## src/clbn_pkg.sv

```systemverilog
`timescale 1ns / 1ps
package clbn_pkg;

  localparam int POS_W      = 32;
  localparam int CNT_W      = 7;
  localparam int COORD_W    = 6;
  localparam int IDX_W      = 18;
  localparam int ACC_W      = 64;
  localparam int MAC_A_W    = POS_W + 1;
  localparam int MAC_B_W    = POS_W / 2;
  localparam int DIGIT_W    = 4;
  localparam int REG_ADDR_W = 5;
  localparam int REG_IDX_W  = REG_ADDR_W - 2;
  localparam int APB_DATA_W = 32;

  localparam logic [REG_IDX_W-1:0] REG_CELLS_X = 3'd0;
  localparam logic [REG_IDX_W-1:0] REG_CELLS_Y = 3'd1;
  localparam logic [REG_IDX_W-1:0] REG_CELLS_Z = 3'd2;
  localparam logic [REG_IDX_W-1:0] REG_Z_PER   = 3'd3;
  localparam logic [REG_IDX_W-1:0] REG_INV_X   = 3'd4;
  localparam logic [REG_IDX_W-1:0] REG_INV_Y   = 3'd5;
  localparam logic [REG_IDX_W-1:0] REG_INV_Z   = 3'd6;
  localparam logic [REG_IDX_W-1:0] REG_Z_REF   = 3'd7;

  localparam logic OP_BIN = 1'b0;
  localparam logic OP_NBR = 1'b1;

  localparam logic [CNT_W-1:0] CELLS_RST = 7'd1;
  localparam logic [POS_W-1:0] INV_RST   = 32'h0001_0000;

  typedef struct packed {
    logic [CNT_W-1:0]        cells_x;
    logic [CNT_W-1:0]        cells_y;
    logic [CNT_W-1:0]        cells_z;
    logic                    z_periodic;
    logic [POS_W-1:0]        inv_x;
    logic [POS_W-1:0]        inv_y;
    logic [POS_W-1:0]        inv_z;
    logic signed [POS_W-1:0] z_ref;
  } cfg_regs_t;

  typedef struct packed {
    logic               en;
    logic               sh;
    logic [MAC_A_W-1:0] a;
    logic [MAC_B_W-1:0] b;
    logic [ACC_W-1:0]   addend;
  } mac_cmd_t;

endpackage

```

## src/clbn_regs.sv

```systemverilog
`timescale 1ns / 1ps
module clbn_regs (
  input  logic                                clk,
  input  logic                                rst_n,
  input  logic                                psel,
  input  logic                                penable,
  input  logic                                pwrite,
  input  logic [clbn_pkg::REG_ADDR_W-1:0]     paddr,
  input  logic [clbn_pkg::APB_DATA_W-1:0]     pwdata,
  output logic [clbn_pkg::APB_DATA_W-1:0]     prdata,
  output logic                                pready,
  output clbn_pkg::cfg_regs_t                 cfg
);
  import clbn_pkg::*;

  cfg_regs_t              cfg_r;
  cfg_regs_t              cfg_nxt;
  logic [REG_IDX_W-1:0]   reg_idx;
  logic                   wr_en;

  assign reg_idx = paddr[REG_ADDR_W-1:2];
  assign wr_en   = psel & penable & pwrite;
  assign pready  = 1'b1;
  assign cfg     = cfg_r;

  always_comb begin
    cfg_nxt = cfg_r;
    if (wr_en) begin
      unique case (reg_idx)
        REG_CELLS_X: cfg_nxt.cells_x    = pwdata[CNT_W-1:0];
        REG_CELLS_Y: cfg_nxt.cells_y    = pwdata[CNT_W-1:0];
        REG_CELLS_Z: cfg_nxt.cells_z    = pwdata[CNT_W-1:0];
        REG_Z_PER:   cfg_nxt.z_periodic = pwdata[0];
        REG_INV_X:   cfg_nxt.inv_x      = pwdata[POS_W-1:0];
        REG_INV_Y:   cfg_nxt.inv_y      = pwdata[POS_W-1:0];
        REG_INV_Z:   cfg_nxt.inv_z      = pwdata[POS_W-1:0];
        REG_Z_REF:   cfg_nxt.z_ref      = pwdata[POS_W-1:0];
        default: ;
      endcase
    end
  end

  always_comb begin
    unique case (reg_idx)
      REG_CELLS_X: prdata = APB_DATA_W'(cfg_r.cells_x);
      REG_CELLS_Y: prdata = APB_DATA_W'(cfg_r.cells_y);
      REG_CELLS_Z: prdata = APB_DATA_W'(cfg_r.cells_z);
      REG_Z_PER:   prdata = APB_DATA_W'(cfg_r.z_periodic);
      REG_INV_X:   prdata = APB_DATA_W'(cfg_r.inv_x);
      REG_INV_Y:   prdata = APB_DATA_W'(cfg_r.inv_y);
      REG_INV_Z:   prdata = APB_DATA_W'(cfg_r.inv_z);
      REG_Z_REF:   prdata = APB_DATA_W'(unsigned'(cfg_r.z_ref));
      default:     prdata = '0;
    endcase
  end

  always_ff @(posedge clk) begin
    if (!rst_n) begin
      cfg_r.cells_x    <= CELLS_RST;
      cfg_r.cells_y    <= CELLS_RST;
      cfg_r.cells_z    <= CELLS_RST;
      cfg_r.z_periodic <= 1'b1;
      cfg_r.inv_x      <= INV_RST;
      cfg_r.inv_y      <= INV_RST;
      cfg_r.inv_z      <= INV_RST;
      cfg_r.z_ref      <= '0;
    end else begin
      cfg_r <= cfg_nxt;
    end
  end

endmodule

```

## src/clbn_mac.sv

```systemverilog
`timescale 1ns / 1ps
module clbn_mac (
  input  logic                          clk,
  input  clbn_pkg::mac_cmd_t            cmd,
  output logic [clbn_pkg::ACC_W-1:0]    res
);
  import clbn_pkg::*;

  localparam int PROD_W = MAC_A_W + MAC_B_W;

  logic [PROD_W-1:0] prod;
  logic [ACC_W-1:0]  prod_ext;
  logic [ACC_W-1:0]  res_r;
  logic [ACC_W-1:0]  res_nxt;

  assign prod     = PROD_W'(cmd.a) * PROD_W'(cmd.b);
  assign prod_ext = ACC_W'(prod);
  assign res      = res_r;

  always_comb begin
    res_nxt = res_r;
    if (cmd.en) begin
      res_nxt = cmd.addend + (cmd.sh ? (prod_ext << MAC_B_W) : prod_ext);
    end
  end

  always_ff @(posedge clk) begin
    res_r <= res_nxt;
  end

endmodule

```

## src/clbn_rem.sv

```systemverilog
`timescale 1ns / 1ps
module clbn_rem #(
  parameter int CW  = 7,
  parameter int DVW = 32,
  parameter int STW = 4
) (
  input  logic           clk,
  input  logic           rst_n,
  input  logic           start,
  input  logic [DVW-1:0] dividend,
  input  logic [CW-1:0]  divisor,
  input  logic [STW-1:0] steps,
  output logic           busy,
  output logic [CW-1:0]  rem
);
  import clbn_pkg::*;

  logic           busy_r, busy_nxt;
  logic [STW-1:0] cnt_r, cnt_nxt;
  logic [DVW-1:0] dvd_r, dvd_nxt;
  logic [CW-1:0]  rem_r, rem_nxt;
  logic [CW-1:0]  dsr_r, dsr_nxt;
  logic [CW:0]    part;

  assign busy = busy_r;
  assign rem  = rem_r;

  always_comb begin
    busy_nxt = busy_r;
    cnt_nxt  = cnt_r;
    dvd_nxt  = dvd_r;
    rem_nxt  = rem_r;
    dsr_nxt  = dsr_r;
    part     = '0;
    if (start) begin
      busy_nxt = 1'b1;
      cnt_nxt  = steps;
      dvd_nxt  = dividend;
      rem_nxt  = '0;
      dsr_nxt  = divisor;
    end else if (busy_r) begin
      for (int k = 0; k < DIGIT_W; k++) begin
        part = {rem_nxt, dvd_r[DVW-1-k]};
        if (part >= {1'b0, dsr_r}) begin
          part = part - {1'b0, dsr_r};
        end
        rem_nxt = part[CW-1:0];
      end
      dvd_nxt = dvd_r << DIGIT_W;
      cnt_nxt = cnt_r - STW'(1);
      if (cnt_r == STW'(1)) begin
        busy_nxt = 1'b0;
      end
    end
  end

  always_ff @(posedge clk) begin
    if (!rst_n) begin
      busy_r <= 1'b0;
      cnt_r  <= '0;
    end else begin
      busy_r <= busy_nxt;
      cnt_r  <= cnt_nxt;
    end
  end

  always_ff @(posedge clk) begin
    dvd_r <= dvd_nxt;
    rem_r <= rem_nxt;
    dsr_r <= dsr_nxt;
  end

endmodule

```

## src/cell_list_binning_and_neighbors.sv

```systemverilog
`timescale 1ns / 1ps
// Bin word: per axis, the 33x16 multiplier makes two passes, then a fold and the 4-bit-per-cycle
//   remainder unit run; two index passes on the multiplier follow before the word is registered.
// Neighbour words: three short remainder runs and seven multiplier passes come first, then
//   one word per cycle while out_ready is high, 9, 18 or 27 words.
// One item at a time: in_ready rises together with out_valid of the final word.
// Reset (synchronous, active low) clears the sequencer, output valid and config defaults.
module cell_list_binning_and_neighbors #(
  parameter int MAX_AXIS_CELLS = 64,
  parameter int POS_FRAC_BITS  = 16
) (
  input  logic                                  clk,
  input  logic                                  rst_n,
  input  logic                                  in_valid,
  output logic                                  in_ready,
  input  logic                                  in_opcode,
  input  logic signed [clbn_pkg::POS_W-1:0]     in_pos_x,
  input  logic signed [clbn_pkg::POS_W-1:0]     in_pos_y,
  input  logic signed [clbn_pkg::POS_W-1:0]     in_pos_z,
  input  logic [clbn_pkg::COORD_W-1:0]          in_cell_col,
  input  logic [clbn_pkg::COORD_W-1:0]          in_cell_row,
  input  logic [clbn_pkg::COORD_W-1:0]          in_cell_layer,
  output logic                                  out_valid,
  input  logic                                  out_ready,
  output logic [clbn_pkg::IDX_W-1:0]            out_cell_index,
  output logic                                  out_out_of_range,
  output logic                                  out_last,
  input  logic                                  psel,
  input  logic                                  penable,
  input  logic                                  pwrite,
  input  logic [clbn_pkg::REG_ADDR_W-1:0]       paddr,
  input  logic [clbn_pkg::APB_DATA_W-1:0]       pwdata,
  output logic [clbn_pkg::APB_DATA_W-1:0]       prdata,
  output logic                                  pready
);
  import clbn_pkg::*;

  localparam int CW        = $clog2(MAX_AXIS_CELLS + 1);
  localparam int CRW       = $clog2(MAX_AXIS_CELLS);
  localparam int EW        = (CW > CNT_W) ? CW : CNT_W;
  localparam int FB2       = 2 * POS_FRAC_BITS;
  localparam int QW        = ACC_W - FB2;
  localparam int NSTEPS    = (QW + DIGIT_W - 1) / DIGIT_W;
  localparam int QP        = NSTEPS * DIGIT_W;
  localparam int STW       = $clog2(NSTEPS + 1);
  localparam int NBR_STEPS = (COORD_W + DIGIT_W - 1) / DIGIT_W;
  localparam int NBR_PAD   = NBR_STEPS * DIGIT_W;

  localparam logic [3:0] S_IDLE   = 4'd0;
  localparam logic [3:0] S_MLO    = 4'd1;
  localparam logic [3:0] S_MHI    = 4'd2;
  localparam logic [3:0] S_FOLD   = 4'd3;
  localparam logic [3:0] S_RWAIT  = 4'd4;
  localparam logic [3:0] S_IDX1   = 4'd5;
  localparam logic [3:0] S_IDX2   = 4'd6;
  localparam logic [3:0] S_NSTART = 4'd7;
  localparam logic [3:0] S_OFF    = 4'd8;
  localparam logic [3:0] S_EMIT   = 4'd9;

  localparam logic [1:0] AXIS_X   = 2'd0;
  localparam logic [1:0] AXIS_Y   = 2'd1;
  localparam logic [1:0] AXIS_Z   = 2'd2;
  localparam logic [1:0] LAST_TAP = 2'd2;
  localparam logic [2:0] OFF_LAST = 3'd7;

  function automatic logic [CW-1:0] clamp_count(input logic [CNT_W-1:0] c);
    logic [EW-1:0] e;
    e = EW'(c);
    if (e == '0) return CW'(1);
    if (e > EW'(MAX_AXIS_CELLS)) return CW'(MAX_AXIS_CELLS);
    return CW'(e);
  endfunction

  function automatic logic [MAC_A_W-1:0] mag33(input logic [MAC_A_W-1:0] v);
    return v[MAC_A_W-1] ? (~v + MAC_A_W'(1)) : v;
  endfunction

  function automatic logic [CRW-1:0] wrap_inc(input logic [CRW-1:0] c, input logic [CW-1:0] n);
    logic [CW-1:0] s;
    s = CW'(c) + CW'(1);
    return (s == n) ? CRW'(0) : CRW'(s);
  endfunction

  function automatic logic [CRW-1:0] wrap_dec(input logic [CRW-1:0] c, input logic [CW-1:0] n);
    return (c == '0) ? CRW'(n - CW'(1)) : (c - CRW'(1));
  endfunction

  cfg_regs_t          cfg;
  logic [CW-1:0]      nx, ny, nz;

  mac_cmd_t           mac_cmd;
  logic [ACC_W-1:0]   mac_res;

  logic               rem_start;
  logic [QP-1:0]      rem_dividend;
  logic [CW-1:0]      rem_divisor;
  logic [STW-1:0]     rem_steps;
  logic               rem_busy;
  logic [CW-1:0]      rem_val;

  logic [3:0]         state_r, state_nxt;
  logic [1:0]         axis_r, axis_nxt;
  logic               op_r, op_nxt;
  logic [MAC_A_W-1:0] mag_r [0:2];
  logic [MAC_A_W-1:0] mag_nxt [0:2];
  logic               neg_r [0:2];
  logic               neg_nxt [0:2];
  logic [COORD_W-1:0] ncrd_r [0:2];
  logic [COORD_W-1:0] ncrd_nxt [0:2];
  logic [CRW-1:0]     coord_r [0:2];
  logic [CRW-1:0]     coord_nxt [0:2];
  logic               oor_r, oor_nxt;
  logic [2:0]         k_r, k_nxt;
  logic [1:0]         i_r, i_nxt;
  logic [1:0]         j_r, j_nxt;
  logic [1:0]         p_r, p_nxt;
  logic [IDX_W-1:0]   nxny_r, nxny_nxt;
  logic [IDX_W-1:0]   rowoff_r [0:2];
  logic [IDX_W-1:0]   rowoff_nxt [0:2];
  logic [IDX_W-1:0]   planeoff_r [0:2];
  logic [IDX_W-1:0]   planeoff_nxt [0:2];
  logic               out_valid_r, out_valid_nxt;
  logic [IDX_W-1:0]   out_idx_r, out_idx_nxt;
  logic               out_oor_r, out_oor_nxt;
  logic               out_last_r, out_last_nxt;

  logic [MAC_A_W-1:0] in_vx, in_vy, in_vz;
  logic [CW-1:0]      ax_n;
  logic [POS_W-1:0]   ax_inv;
  logic [ACC_W-1:0]   fold_h, fold_t;
  logic               fold_oor;

  logic [CRW-1:0]     xs [0:2];
  logic [CRW-1:0]     ys [0:2];
  logic [CRW-1:0]     zs [0:2];
  logic               has_m, has_p;
  logic [1:0]         nplanes;
  logic [IDX_W-1:0]   emit_idx;
  logic               emit_last;

  clbn_regs u_regs (
    .clk     (clk),
    .rst_n   (rst_n),
    .psel    (psel),
    .penable (penable),
    .pwrite  (pwrite),
    .paddr   (paddr),
    .pwdata  (pwdata),
    .prdata  (prdata),
    .pready  (pready),
    .cfg     (cfg)
  );

  clbn_mac u_mac (
    .clk (clk),
    .cmd (mac_cmd),
    .res (mac_res)
  );

  clbn_rem #(
    .CW  (CW),
    .DVW (QP),
    .STW (STW)
  ) u_rem (
    .clk      (clk),
    .rst_n    (rst_n),
    .start    (rem_start),
    .dividend (rem_dividend),
    .divisor  (rem_divisor),
    .steps    (rem_steps),
    .busy     (rem_busy),
    .rem      (rem_val)
  );

  assign nx = clamp_count(cfg.cells_x);
  assign ny = clamp_count(cfg.cells_y);
  assign nz = clamp_count(cfg.cells_z);

  assign in_ready         = (state_r == S_IDLE);
  assign out_valid        = out_valid_r;
  assign out_cell_index   = out_idx_r;
  assign out_out_of_range = out_oor_r;
  assign out_last         = out_last_r;

  assign in_vx = {in_pos_x[POS_W-1], in_pos_x};
  assign in_vy = {in_pos_y[POS_W-1], in_pos_y};
  assign in_vz = {in_pos_z[POS_W-1], in_pos_z} - {cfg.z_ref[POS_W-1], cfg.z_ref};

  always_comb begin
    case (axis_r)
      AXIS_X: begin
        ax_n   = nx;
        ax_inv = cfg.inv_x;
      end
      AXIS_Y: begin
        ax_n   = ny;
        ax_inv = cfg.inv_y;
      end
      default: begin
        ax_n   = nz;
        ax_inv = cfg.inv_z;
      end
    endcase
  end

  always_comb begin
    fold_h   = ACC_W'(ax_n) << (FB2 - 1);
    fold_t   = mac_res;
    fold_oor = 1'b0;
    case (axis_r)
      AXIS_X: begin
        if (!neg_r[AXIS_X]) begin
          fold_t = mac_res + fold_h;
        end else if (mac_res > fold_h) begin
          fold_t   = '0;
          fold_oor = 1'b1;
        end else begin
          fold_t = fold_h - mac_res;
        end
      end
      AXIS_Y: begin
        if (neg_r[AXIS_Y]) begin
          fold_t = mac_res + fold_h;
        end else if (mac_res >= fold_h) begin
          fold_t = mac_res - fold_h;
        end else begin
          fold_t = fold_h - mac_res;
        end
      end
      default: fold_t = mac_res;
    endcase
  end

  always_comb begin
    xs[0]   = coord_r[0];
    xs[1]   = wrap_inc(coord_r[0], nx);
    xs[2]   = wrap_dec(coord_r[0], nx);
    ys[0]   = coord_r[1];
    ys[1]   = wrap_inc(coord_r[1], ny);
    ys[2]   = wrap_dec(coord_r[1], ny);
    has_m   = cfg.z_periodic || (coord_r[2] != '0);
    has_p   = cfg.z_periodic || ((CW'(coord_r[2]) + CW'(1)) < nz);
    zs[0]   = coord_r[2];
    zs[1]   = has_m ? wrap_dec(coord_r[2], nz) : wrap_inc(coord_r[2], nz);
    zs[2]   = wrap_inc(coord_r[2], nz);
    nplanes = 2'd1 + 2'(has_m) + 2'(has_p);
  end

  assign emit_idx  = IDX_W'(xs[i_r]) + rowoff_r[j_r] + planeoff_r[p_r];
  assign emit_last = (p_r == (nplanes - 2'd1)) && (i_r == LAST_TAP) && (j_r == LAST_TAP);

  always_comb begin
    state_nxt     = state_r;
    axis_nxt      = axis_r;
    op_nxt        = op_r;
    mag_nxt       = mag_r;
    neg_nxt       = neg_r;
    ncrd_nxt      = ncrd_r;
    coord_nxt     = coord_r;
    oor_nxt       = oor_r;
    k_nxt         = k_r;
    i_nxt         = i_r;
    j_nxt         = j_r;
    p_nxt         = p_r;
    nxny_nxt      = nxny_r;
    rowoff_nxt    = rowoff_r;
    planeoff_nxt  = planeoff_r;
    out_valid_nxt = out_valid_r;
    out_idx_nxt   = out_idx_r;
    out_oor_nxt   = out_oor_r;
    out_last_nxt  = out_last_r;
    mac_cmd       = '0;
    rem_start     = 1'b0;
    rem_dividend  = '0;
    rem_divisor   = ax_n;
    rem_steps     = STW'(NSTEPS);

    if (out_valid_r && out_ready) begin
      out_valid_nxt = 1'b0;
    end

    unique case (state_r)
      S_IDLE: begin
        if (in_valid) begin
          op_nxt      = in_opcode;
          mag_nxt[0]  = mag33(in_vx);
          mag_nxt[1]  = mag33(in_vy);
          mag_nxt[2]  = mag33(in_vz);
          neg_nxt[0]  = in_vx[MAC_A_W-1];
          neg_nxt[1]  = in_vy[MAC_A_W-1];
          neg_nxt[2]  = in_vz[MAC_A_W-1];
          ncrd_nxt[0] = in_cell_col;
          ncrd_nxt[1] = in_cell_row;
          ncrd_nxt[2] = in_cell_layer;
          axis_nxt    = AXIS_X;
          oor_nxt     = 1'b0;
          state_nxt   = (in_opcode == OP_BIN) ? S_MLO : S_NSTART;
        end
      end
      S_MLO: begin
        mac_cmd.en = 1'b1;
        mac_cmd.a  = mag_r[axis_r];
        mac_cmd.b  = ax_inv[MAC_B_W-1:0];
        state_nxt  = S_MHI;
      end
      S_MHI: begin
        mac_cmd.en     = 1'b1;
        mac_cmd.sh     = 1'b1;
        mac_cmd.a      = mag_r[axis_r];
        mac_cmd.b      = ax_inv[POS_W-1:MAC_B_W];
        mac_cmd.addend = mac_res;
        state_nxt      = S_FOLD;
      end
      S_FOLD: begin
        rem_start    = 1'b1;
        rem_dividend = QP'(fold_t >> FB2);
        if (axis_r == AXIS_X) begin
          oor_nxt = fold_oor;
        end
        state_nxt = S_RWAIT;
      end
      S_NSTART: begin
        rem_start    = 1'b1;
        rem_dividend = QP'(ncrd_r[axis_r]) << (QP - NBR_PAD);
        rem_steps    = STW'(NBR_STEPS);
        state_nxt    = S_RWAIT;
      end
      S_RWAIT: begin
        if (!rem_busy) begin
          coord_nxt[axis_r] = rem_val[CRW-1:0];
          if (axis_r == AXIS_Z) begin
            k_nxt     = '0;
            state_nxt = (op_r == OP_BIN) ? S_IDX1 : S_OFF;
          end else begin
            axis_nxt  = axis_r + 2'd1;
            state_nxt = (op_r == OP_BIN) ? S_MLO : S_NSTART;
          end
        end
      end
      S_IDX1: begin
        mac_cmd.en     = 1'b1;
        mac_cmd.a      = MAC_A_W'(coord_r[2]);
        mac_cmd.b      = MAC_B_W'(ny);
        mac_cmd.addend = ACC_W'(coord_r[1]);
        state_nxt      = S_IDX2;
      end
      S_IDX2: begin
        mac_cmd.en     = 1'b1;
        mac_cmd.a      = MAC_A_W'(mac_res[IDX_W-1:0]);
        mac_cmd.b      = MAC_B_W'(nx);
        mac_cmd.addend = ACC_W'(coord_r[0]);
        state_nxt      = S_EMIT;
      end
      S_OFF: begin
        mac_cmd.en = (k_r != OFF_LAST);
        case (k_r) inside
          3'd0: begin
            mac_cmd.a = MAC_A_W'(nx);
            mac_cmd.b = MAC_B_W'(ny);
          end
          3'd1, 3'd2, 3'd3: begin
            mac_cmd.a = MAC_A_W'(ys[2'(k_r - 3'd1)]);
            mac_cmd.b = MAC_B_W'(nx);
          end
          3'd4, 3'd5, 3'd6: begin
            mac_cmd.a = MAC_A_W'(nxny_r);
            mac_cmd.b = MAC_B_W'(zs[2'(k_r - 3'd4)]);
          end
          default: ;
        endcase
        case (k_r) inside
          3'd1:             nxny_nxt = mac_res[IDX_W-1:0];
          3'd2, 3'd3, 3'd4: rowoff_nxt[2'(k_r - 3'd2)] = mac_res[IDX_W-1:0];
          3'd5, 3'd6, 3'd7: planeoff_nxt[2'(k_r - 3'd5)] = mac_res[IDX_W-1:0];
          default: ;
        endcase
        if (k_r == OFF_LAST) begin
          i_nxt     = '0;
          j_nxt     = '0;
          p_nxt     = '0;
          state_nxt = S_EMIT;
        end else begin
          k_nxt = k_r + 3'd1;
        end
      end
      S_EMIT: begin
        if (!out_valid_r || out_ready) begin
          out_valid_nxt = 1'b1;
          if (op_r == OP_BIN) begin
            out_idx_nxt  = mac_res[IDX_W-1:0];
            out_oor_nxt  = oor_r;
            out_last_nxt = 1'b1;
            state_nxt    = S_IDLE;
          end else begin
            out_idx_nxt  = emit_idx;
            out_oor_nxt  = 1'b0;
            out_last_nxt = emit_last;
            if (emit_last) begin
              state_nxt = S_IDLE;
            end
            if (j_r == LAST_TAP) begin
              j_nxt = '0;
              if (i_r == LAST_TAP) begin
                i_nxt = '0;
                p_nxt = p_r + 2'd1;
              end else begin
                i_nxt = i_r + 2'd1;
              end
            end else begin
              j_nxt = j_r + 2'd1;
            end
          end
        end
      end
      default: state_nxt = S_IDLE;
    endcase
  end

  always_ff @(posedge clk) begin
    if (!rst_n) begin
      state_r     <= S_IDLE;
      axis_r      <= AXIS_X;
      op_r        <= OP_BIN;
      k_r         <= '0;
      i_r         <= '0;
      j_r         <= '0;
      p_r         <= '0;
      out_valid_r <= 1'b0;
    end else begin
      state_r     <= state_nxt;
      axis_r      <= axis_nxt;
      op_r        <= op_nxt;
      k_r         <= k_nxt;
      i_r         <= i_nxt;
      j_r         <= j_nxt;
      p_r         <= p_nxt;
      out_valid_r <= out_valid_nxt;
    end
  end

  always_ff @(posedge clk) begin
    mag_r      <= mag_nxt;
    neg_r      <= neg_nxt;
    ncrd_r     <= ncrd_nxt;
    coord_r    <= coord_nxt;
    oor_r      <= oor_nxt;
    nxny_r     <= nxny_nxt;
    rowoff_r   <= rowoff_nxt;
    planeoff_r <= planeoff_nxt;
    out_idx_r  <= out_idx_nxt;
    out_oor_r  <= out_oor_nxt;
    out_last_r <= out_last_nxt;
  end

`ifndef NO_ASSERTIONS
  a_oor_on_last: assert property (@(posedge clk) disable iff (!rst_n)
    out_valid && out_out_of_range |-> out_last)
    else $error("out of range flag on a word that is not last");

  a_accept_busy: assert property (@(posedge clk) disable iff (!rst_n)
    in_valid && in_ready |=> !in_ready)
    else $error("ready held after an accepted word");

  a_rem_idle: assert property (@(posedge clk) disable iff (!rst_n)
    state_r == S_IDLE |-> !rem_busy)
    else $error("remainder unit busy while sequencer idle");

  a_emit_slot: assert property (@(posedge clk) disable iff (!rst_n)
    state_r == S_EMIT && out_valid_r && !out_ready |=> state_r == S_EMIT)
    else $error("sequencer left emit while output slot blocked");
`endif

endmodule
```

## config.mk

```make
export PLATFORM = sky130hd
export DESIGN_NAME = cell_list_binning_and_neighbors
export DESIGN_NICKNAME = d
export VERILOG_FILES = /design/src/clbn_pkg.sv /design/src/clbn_regs.sv /design/src/clbn_mac.sv /design/src/clbn_rem.sv /design/src/cell_list_binning_and_neighbors.sv
export SDC_FILE = /design/constraint.sdc
export NUM_CORES = 2
export LEC_CHECK = 0
export BUFFER_PORTS_ARGS = -buffer_cell sky130_fd_sc_hd__buf_4
export CORE_MARGIN = 2
export CORE_UTILIZATION = 53
export DETAILED_ROUTE_END_ITERATION = 7
export HOLD_SLACK_MARGIN = 0.03
export PLACE_DENSITY = 0.81
export SLEW_MARGIN = 0
export SYNTH_ARGS = -nofsm -noshare
export SYNTH_HDL_FRONTEND = slang
export SYNTH_SLANG_ARGS = --single-unit
```

## constraint.sdc

```tcl
create_clock -name clk -period 10.98 [get_ports clk]
set_input_delay 2.196 -clock clk [delete_from_list [all_inputs] [get_ports clk]]
set_output_delay 2.196 -clock clk [all_outputs]
set_load 0.03 [all_outputs]
```

# Yosys cells after proc, flatten, opt, wreduce, memory -nomap -nowiden
# Index checks and enable logic that the tools add are counted.
[word_totals]
regBits = 566
word_cells = 359
[classes]
addsub = 36
multipliers = 1
order_cmp = 21
eq_ne = 45
n_mux = 140
bitwise_logic = 16
reduce_logical = 53
[op_table]
columns = ["operator", "n"]
rows = [
  ["$mux 64", 5],
  ["$pmux 32 s8", 1],
  ["$pmux 49 s5", 1],
  ["$pmux 64 s3", 1],
  ["$mux 7", 22],
  ["$pmux 32 s2", 2],
  ["$pmux 64 s2", 1],
  ["$mux 18", 7],
  ["$bwmux 54", 2],
  ["$mux 34", 3],
  ["$add 33x1->33 const B", 3],
  ["$not 33->33", 3],
  ["$mux 32", 3],
  ["$mux 6", 16],
  ["$bmux 18 s2", 2],
  ["$demux 18 s2", 2],
  ["$bmux 33 s2", 1],
  ["$mux 33", 2],
  ["$add 64x38->64", 1],
  ["$add 64x64->64", 1],
  ["$ge 64x38->1", 1],
  ["$gt 64x38->1", 1],
  ["$sub 38x64->64", 1],
  ["$sub 64x38->64", 1],
  ["other kinds (66)", 229],
]

# Depth between registers and ports, before layout
[logic_depth]
ltp_word = 18
ltp_mapped = 55
depth_no_buf = 51

# Cells and area by module
# From an unflattened synthesis, not the netlist that was laid out.
[hier_totals]
cells_unflattened = 6439
hier_area_um2 = 57368.8
[modules_own_cells]
columns = ["module", "n_inst", "cells_per_inst", "area_per_inst_um2"]
rows = [
  ["cell_list_binning_and_neighbors", 1, 2644, 23725.3],
  ["clbn_mac", 1, 2682, 23055.9],
  ["clbn_regs", 1, 761, 6802.8],
  ["clbn_rem", 1, 352, 3784.9],
]

# Worst setup path before layout
# No wires, ideal clock.
[synth_path]
kind = "register -> register"
from = "register coord_r[6] (netlist name)"
to = "register u_mac.res_r[59] (netlist: u_mac.res[59]) (data pin)"
setup_ns = 0.258
arrival_ns = 11.869
t_required_ns = 10.722
setup_slack_ns = -1.146
stages_incl_launch_ff = 53
n_path_buf = 4
synth_period_minus_slack_ns = 12.126
path_cell_list = "edfxtp_1 > clkbuf_1 > inv_1 > ha_1 > or4b_2 > or2_2 > clkbuf_1 > o31ai_1 > inv_1 > ha_1 > o211ai_1 > nor4b_1 > a221oi_1 > o2bb2ai_1 > a221oi_1 > o21ba_2 > clkbuf_1 > nor2_1 > [17 not listed] > o31a_1 > or2_2 > a31oi_1 > xor2_1 > o21ai_0 > ha_1 > clkbuf_1 > and3_1 > nand4_1 > or4_1 > or4b_1 > a31oi_1 > nor2_1 > a21oi_1 > nor2_1 > o21a_1 > o21bai_1 > xnor2_1"
[synth_via]
elab_chain_cells = 12
[synth_lines]
columns = ["element", "line_no", "text"]
rows = [
  ["start: declaration", "cell_list_binning_and_neighbors.sv:110", "logic [CRW-1:0] coord_r [0:2];"],
  ["start signal: assignment", "cell_list_binning_and_neighbors.sv:445", "coord_r <= coord_nxt;"],
  ["$add 6x1->7", "cell_list_binning_and_neighbors.sv:80", "s = CW'(c) + CW'(1);"],
  ["$eq 7x7->1", "cell_list_binning_and_neighbors.sv:81", "return (s == n) ? CRW'(0) : CRW'(s);"],
  ["$mux 6", "cell_list_binning_and_neighbors.sv:81", ""],
  ["$bmux 6 s2", "cell_list_binning_and_neighbors.sv:362", "mac_cmd.a = MAC_A_W'(ys[2'(k_r - 3'd1)]);"],
  ["$mux 6 (not written as such) (2 in a row)", "cell_list_binning_and_neighbors.sv:362", ""],
  ["$mux 34 (2 in a row)", "cell_list_binning_and_neighbors.sv:356", "case (k_r) inside"],
  ["$pmux 49 s5", "cell_list_binning_and_neighbors.sv:282", "unique case (state_r)"],
  ["$mul 33x16->49", "clbn_mac.sv:16", "assign prod = PROD_W'(cmd.a) * PROD_W'(cmd.b);"],
  ["$mux 64", "clbn_mac.sv:23", "res_nxt = cmd.addend + (cmd.sh ? (prod_ext << MAC_B_W) : prod_ext);"],
  ["$add 64x64->64 *", "clbn_mac.sv:23", ""],
  ["end signal: assignment", "clbn_mac.sv:28", "res_r <= res_nxt;"],
  ["end: declaration", "clbn_mac.sv:13", "logic [ACC_W-1:0] res_r;"],
]
# Every way passes the cells marked *; elsewhere a longest branch is shown, timed or not. The select of a mux whose other input is x is not followed.
# A chain may end at the register's enable or synchronous reset.

# Final worst setup path
[layout_path]
from = "register coord_r[7] (netlist name)"
to = "register u_mac.res_r[55] (netlist: u_mac.res[55]) (data pin)"
# Same word-level chain as after synthesis.

==> PnR_summary.wiki <==
{| class="wikitable"
! Metric !! Value
|-
| Crit Path Max Fanout || 8
|-
| Largest stage delay on the critical path || about 540 ps
|-
| Area of the mapped netlist || about 0.055 mm^2
|-
| Worst-case headroom to the max-slew limit || 0.104
|-
| Worst-case register-to-register setup slack || -980 ps
|-
| Met2 Use GR || 0.556
|-
| Sw frac || 0.435
|-
| Kind of critical path || reg -> reg
|-
| Post-synthesis async set-or-reset flop share || 0
|-
| Routed Wire Length || 194000 um
|-
| Register bit count reported by yosys || 566
|-
| Die H || between 300 and 400 um
|-
| Min-Delay Endpoint || u_regs.cfg[3]$_SDFFE_PN0P_
|-
| Iteration-0 DRC Markers || ~6400
|-
| Startpoint type of the worst setup path || flop
|-
| Number of placed instances, taps included || 8262
|-
| Data arrival at the endpoint of the critical path || ~12000 ps
|-
| Hold Fails Final Rpt || 0
|-
| Non-filler cells in the finished layout || around 8500
|-
| Setup ws final || -975 ps
|-
| Endpoint required time on the critical path || ~11000 ps
|-
| Final worst clock skew || approximately 33 ps
|-
| Final Net Count || 7966
|-
| Final count of negative-setup-slack endpoints || 35
|-
| Clock transition at path regs || approximately 60 ps
|-
| Met1 usage || 0.452
|-
| RSZ-0062 raised after global routing || true
|-
| Measured slew at the worst slew-check pin || 1310 ps
|-
| Worst hold-check slack || roughly 470 ps
|-
| Endpoint class of the critical path || flop
|-
| Share of the synthesized area in the top cell type || 0.210
|-
| Row cnt || about 120
|-
| Main flop type after synthesis || sky130_fd_sc_hd__edfxtp_1
|-
| Static Leak || ~28 nW
|-
| Worst supply voltage drop on vdd || between 0.0003 and 0.0004 V
|-
| Total power divided by cell area || approximately 180 mW/mm^2
|-
| HPWL reported at the end of detailed placement || 148000 um
|-
| Clock group share of total power || 0.183
|-
| Residual antenna-violating net count after detailed routing || 0
|-
| Maximum root-to-sink buffer count || 3
|-
| FMAX || around 84 MHz
|-
| TritonCTS clock tree || done
|-
| RR Endpoint || u_mac.res[55]$_DFFE_PP_
|-
| Maxcap violations || 0
|-
| P_sw || 5.23 mW
|-
| Cell count of the worst reg-to-reg path || 52
|-
| Min-delay worst type || reg -> reg
|-
| Overall Global Routing Usage || 0.353
|-
| Worst hold stages || 2
|-
| Most instantiated library cell after synthesis || sky130_fd_sc_hd__nand2_1
|-
| Routed vias || 51900
|-
| Min cycle time layout || 11960 ps
|-
| Count of synthesis-stage warnings from yosys || 0
|-
| Gp weighted congestion || slightly above 1
|-
| Per-cell via count in the routed design || a little over 6
|-
| Number of library cell types mapped by synthesis || 94
|-
| Via count of the first global-routing pass || 51200
|-
| Reg2reg start || coord_r[7]$_DFFE_PP_
|-
| Failing checks || DRC, setup timing
|-
| Met3 track demand over resource in global routing || 0.0823
|-
| Slowest CP cell || sky130_fd_sc_hd__fa_1
|-
| Total count of max-transition violations in the final report || 0
|-
| CP Launch Point || coord_r[7]$_DFFE_PP_
|-
| Number of buffers created by CTS || 61
|-
| Placeable Area || about 0.10 mm^2
|-
| Cell mode on critical path || sky130_fd_sc_hd__buf_4
|-
| Total power consumption of the routed design || roughly 12 mW
|-
| Final period utilization || 1.09
|-
| Maximum number of pins on one net before global-route repair || about 120
|-
| First-pass GRT wire length || approximately 290000 um
|-
| Initial cell density of the core || 0.535
|-
| Commonest cells post-synth || 820 x sky130_fd_sc_hd__nand2_1, 641 x sky130_fd_sc_hd__inv_1, 519 x sky130_fd_sc_hd__nor2_1
|-
| Hold path startpoint || u_regs.cfg[3]$_SDFFE_PN0P_
|-
| Die X || 327 um
|-
| Die footprint || between 0.1 and 0.15 mm^2
|-
| Clock network latency to the later pin of the worst-skew pair || 670 ps
|-
| Gate count after technology mapping || a little over 6000
|-
| Top-Level Pins || about 210
|-
| DRT Pass-1 Iters || 8
|-
| Cell types occupying the most area after synthesis || sky130_fd_sc_hd__edfxtp_1 21%, sky130_fd_sc_hd__fa_1 16%, sky130_fd_sc_hd__ha_1 7.4%
|-
| Hold buffer count at CTS || 0
|-
| Busiest grt layer || met2
|-
| Global route total overflow || 0
|-
| Proportion of layout cells with a drive suffix above 1 || 0.218
|-
| CTS sink cnt || roughly 570
|-
| Master cell of the clock root buffer || sky130_fd_sc_hd__clkbuf_16
|-
| Comb power frac || 0.542
|-
| Residual DRC count || 3
|-
| EDFF count, synth || 387
|-
| Post-DR wirelength/cell || 22.9 um
|-
| Number of levels the H-tree was split into || 2
|-
| Cell type with the largest total area after synthesis || sky130_fd_sc_hd__edfxtp_1
|-
| Internal power consumption || 6.78 mW
|-
| Relative contribution of sequential cells to total power || 0.275
|-
| Area added between synthesis and finish || 23.3%
|-
| Layout Utilization || 0.660
|-
| Share of synthesized area occupied by flip-flops and latches || 0.274
|-
| Setup Total Neg Slack || -17900 ps
|-
| Avg Inst Size Synth || 8.91 um^2
|-
| Result of the run || finished with violations
|-
| Number of antenna violations at the first check in global routing || 8
|-
| Number of input and output port buffers inserted || 210
|}
[cells in the final DEF (no fill, tap or decap), types with 31 or more instances in the layout]
cell / instances
sky130_fd_sc_hd__clkbuf_16: 66
sky130_fd_sc_hd__o21ai_1: 33
sky130_fd_sc_hd__xor2_1: 116
sky130_fd_sc_hd__a31oi_1: 31
sky130_fd_sc_hd__nand3_1: 91
sky130_fd_sc_hd__a21boi_0: 134
sky130_fd_sc_hd__a21o_1: 124
sky130_fd_sc_hd__dfxtp_1: 177
sky130_fd_sc_hd__o31ai_1: 32
sky130_fd_sc_hd__nand2_1: 807
sky130_fd_sc_hd__buf_12: 40
sky130_fd_sc_hd__o21a_1: 46
sky130_fd_sc_hd__mux2i_1: 122
sky130_fd_sc_hd__ha_1: 299
sky130_fd_sc_hd__fa_1: 438
sky130_fd_sc_hd__and2_1: 127
sky130_fd_sc_hd__a21oi_1: 293
sky130_fd_sc_hd__nand2b_1: 39
sky130_fd_sc_hd__a22oi_1: 34
sky130_fd_sc_hd__nand4_1: 31
sky130_fd_sc_hd__nor2_1: 506
sky130_fd_sc_hd__inv_1: 615
sky130_fd_sc_hd__and3_1: 58
sky130_fd_sc_hd__or3_1: 32
sky130_fd_sc_hd__edfxtp_1: 387
sky130_fd_sc_hd__xnor2_1: 194
sky130_fd_sc_hd__buf_4: 1009
sky130_fd_sc_hd__nor2b_1: 78
sky130_fd_sc_hd__o21ai_0: 233
sky130_fd_sc_hd__nor3_1: 64
[through the flow]
step | setup WS, ps | instance area (um^2)
after floorplan | -118 | 55800
after global placement | -1250 | 64200
after detailed placement | -1510 | 64200
after CTS | -829 | 67600
after global routing | -1360 | 68400
final | -975 | 68400
[power groups by stage]
stage / Combinational [mW] / Clock [mW] / Sequential, mW
3_5_place_dp: 6.08 / 0 / 3.31
3_3_place_gp: 5.91 / 0 / 3.29
4_1_cts: 6.25 / 2.20 / 3.28
6_report: 6.51 / 2.20 / 3.30
5_1_grt: 6.89 / 2.28 / 3.32
2_1_floorplan: 3.73 / 0 / 3.15
[sequential cells by signal, indices dropped and copies added, names as in the netlist, 3 cells and up]
signal / cells
u_regs.cfg: 150
mag_r: 99
u_mac.res: 64
planeoff_r: 54
rowoff_r: 54
u_rem.dvd_r: 32
coord_r: 18
ncrd_r: 18
nxny_r: 18
out_cell_index: 18
u_rem.dsr_r: 7
u_rem.rem: 7
state_r: 4
u_rem.cnt_r: 4
k_r: 3
[worst max-delay path: cells and delay by family (launching register included)]
kind	cells	cell delay (ps)
buffers and inverters	15	1760
adder cells (fa/ha/maj)	9	3730
flip-flops	1	430
XOR/XNOR	3	360
AO/OA/AOI/OAI	15	3480
AND/OR/NAND/NOR	10	1950
[timing repair]
item,4_1_cts,5_1_grt
gates resized for setup,204,107
buffers inserted,62,33
endpoints found under the hold margin,0,0
pin swaps,135,87
setup endpoints to repair,37,39
cloned,0,2
[cell families (layout without fill, tap and decap cells)]
group,after synthesis,count (layout),share of synthesized area
mux,184,184,0.0407
fa+ha+maj,775,775,0.235
compound gates,1374,1374,0.165
buf+inv,978,1838,0.0670
other cells,2,5,0.000135
flops,566,566,0.274
xor+xnor,322,322,0.0509
simple gates,2022,2022,0.167
[worst max path at each step]
stage                                    to  cells past startpoint
floorplan           u_mac.res[63]$_DFFE_PP_                     52
global placement    u_mac.res[63]$_DFFE_PP_                     51
detailed placement  u_mac.res[63]$_DFFE_PP_                     51
CTS                 u_mac.res[59]$_DFFE_PP_                     52
global route        u_mac.res[59]$_DFFE_PP_                     55
finish              u_mac.res[55]$_DFFE_PP_                     52
[area by class of cell]
type / instances / area, um^2
diodes: 2 / 5.00
clock buffers: 83 / 1690
clock inverters: 32 / 409
fillers: 7920 / 35300
inverters: 644 / 2420
multi-input cells: 4680 / 38100
flip-flops and latches: 566 / 15200
well taps: 1380 / 1730
repair buffers: 1079 / 8790
[per-layer routing]
layer | up-vias | routed length (um)
li1 | 23000 | -
met1 | 25100 | 71300
met2 | 3199 | 86700
met3 | 666 | 23500
met4 | 2 | 12600
met5 | - | 10
Note: power is estimated with default switching activity, not from simulation.
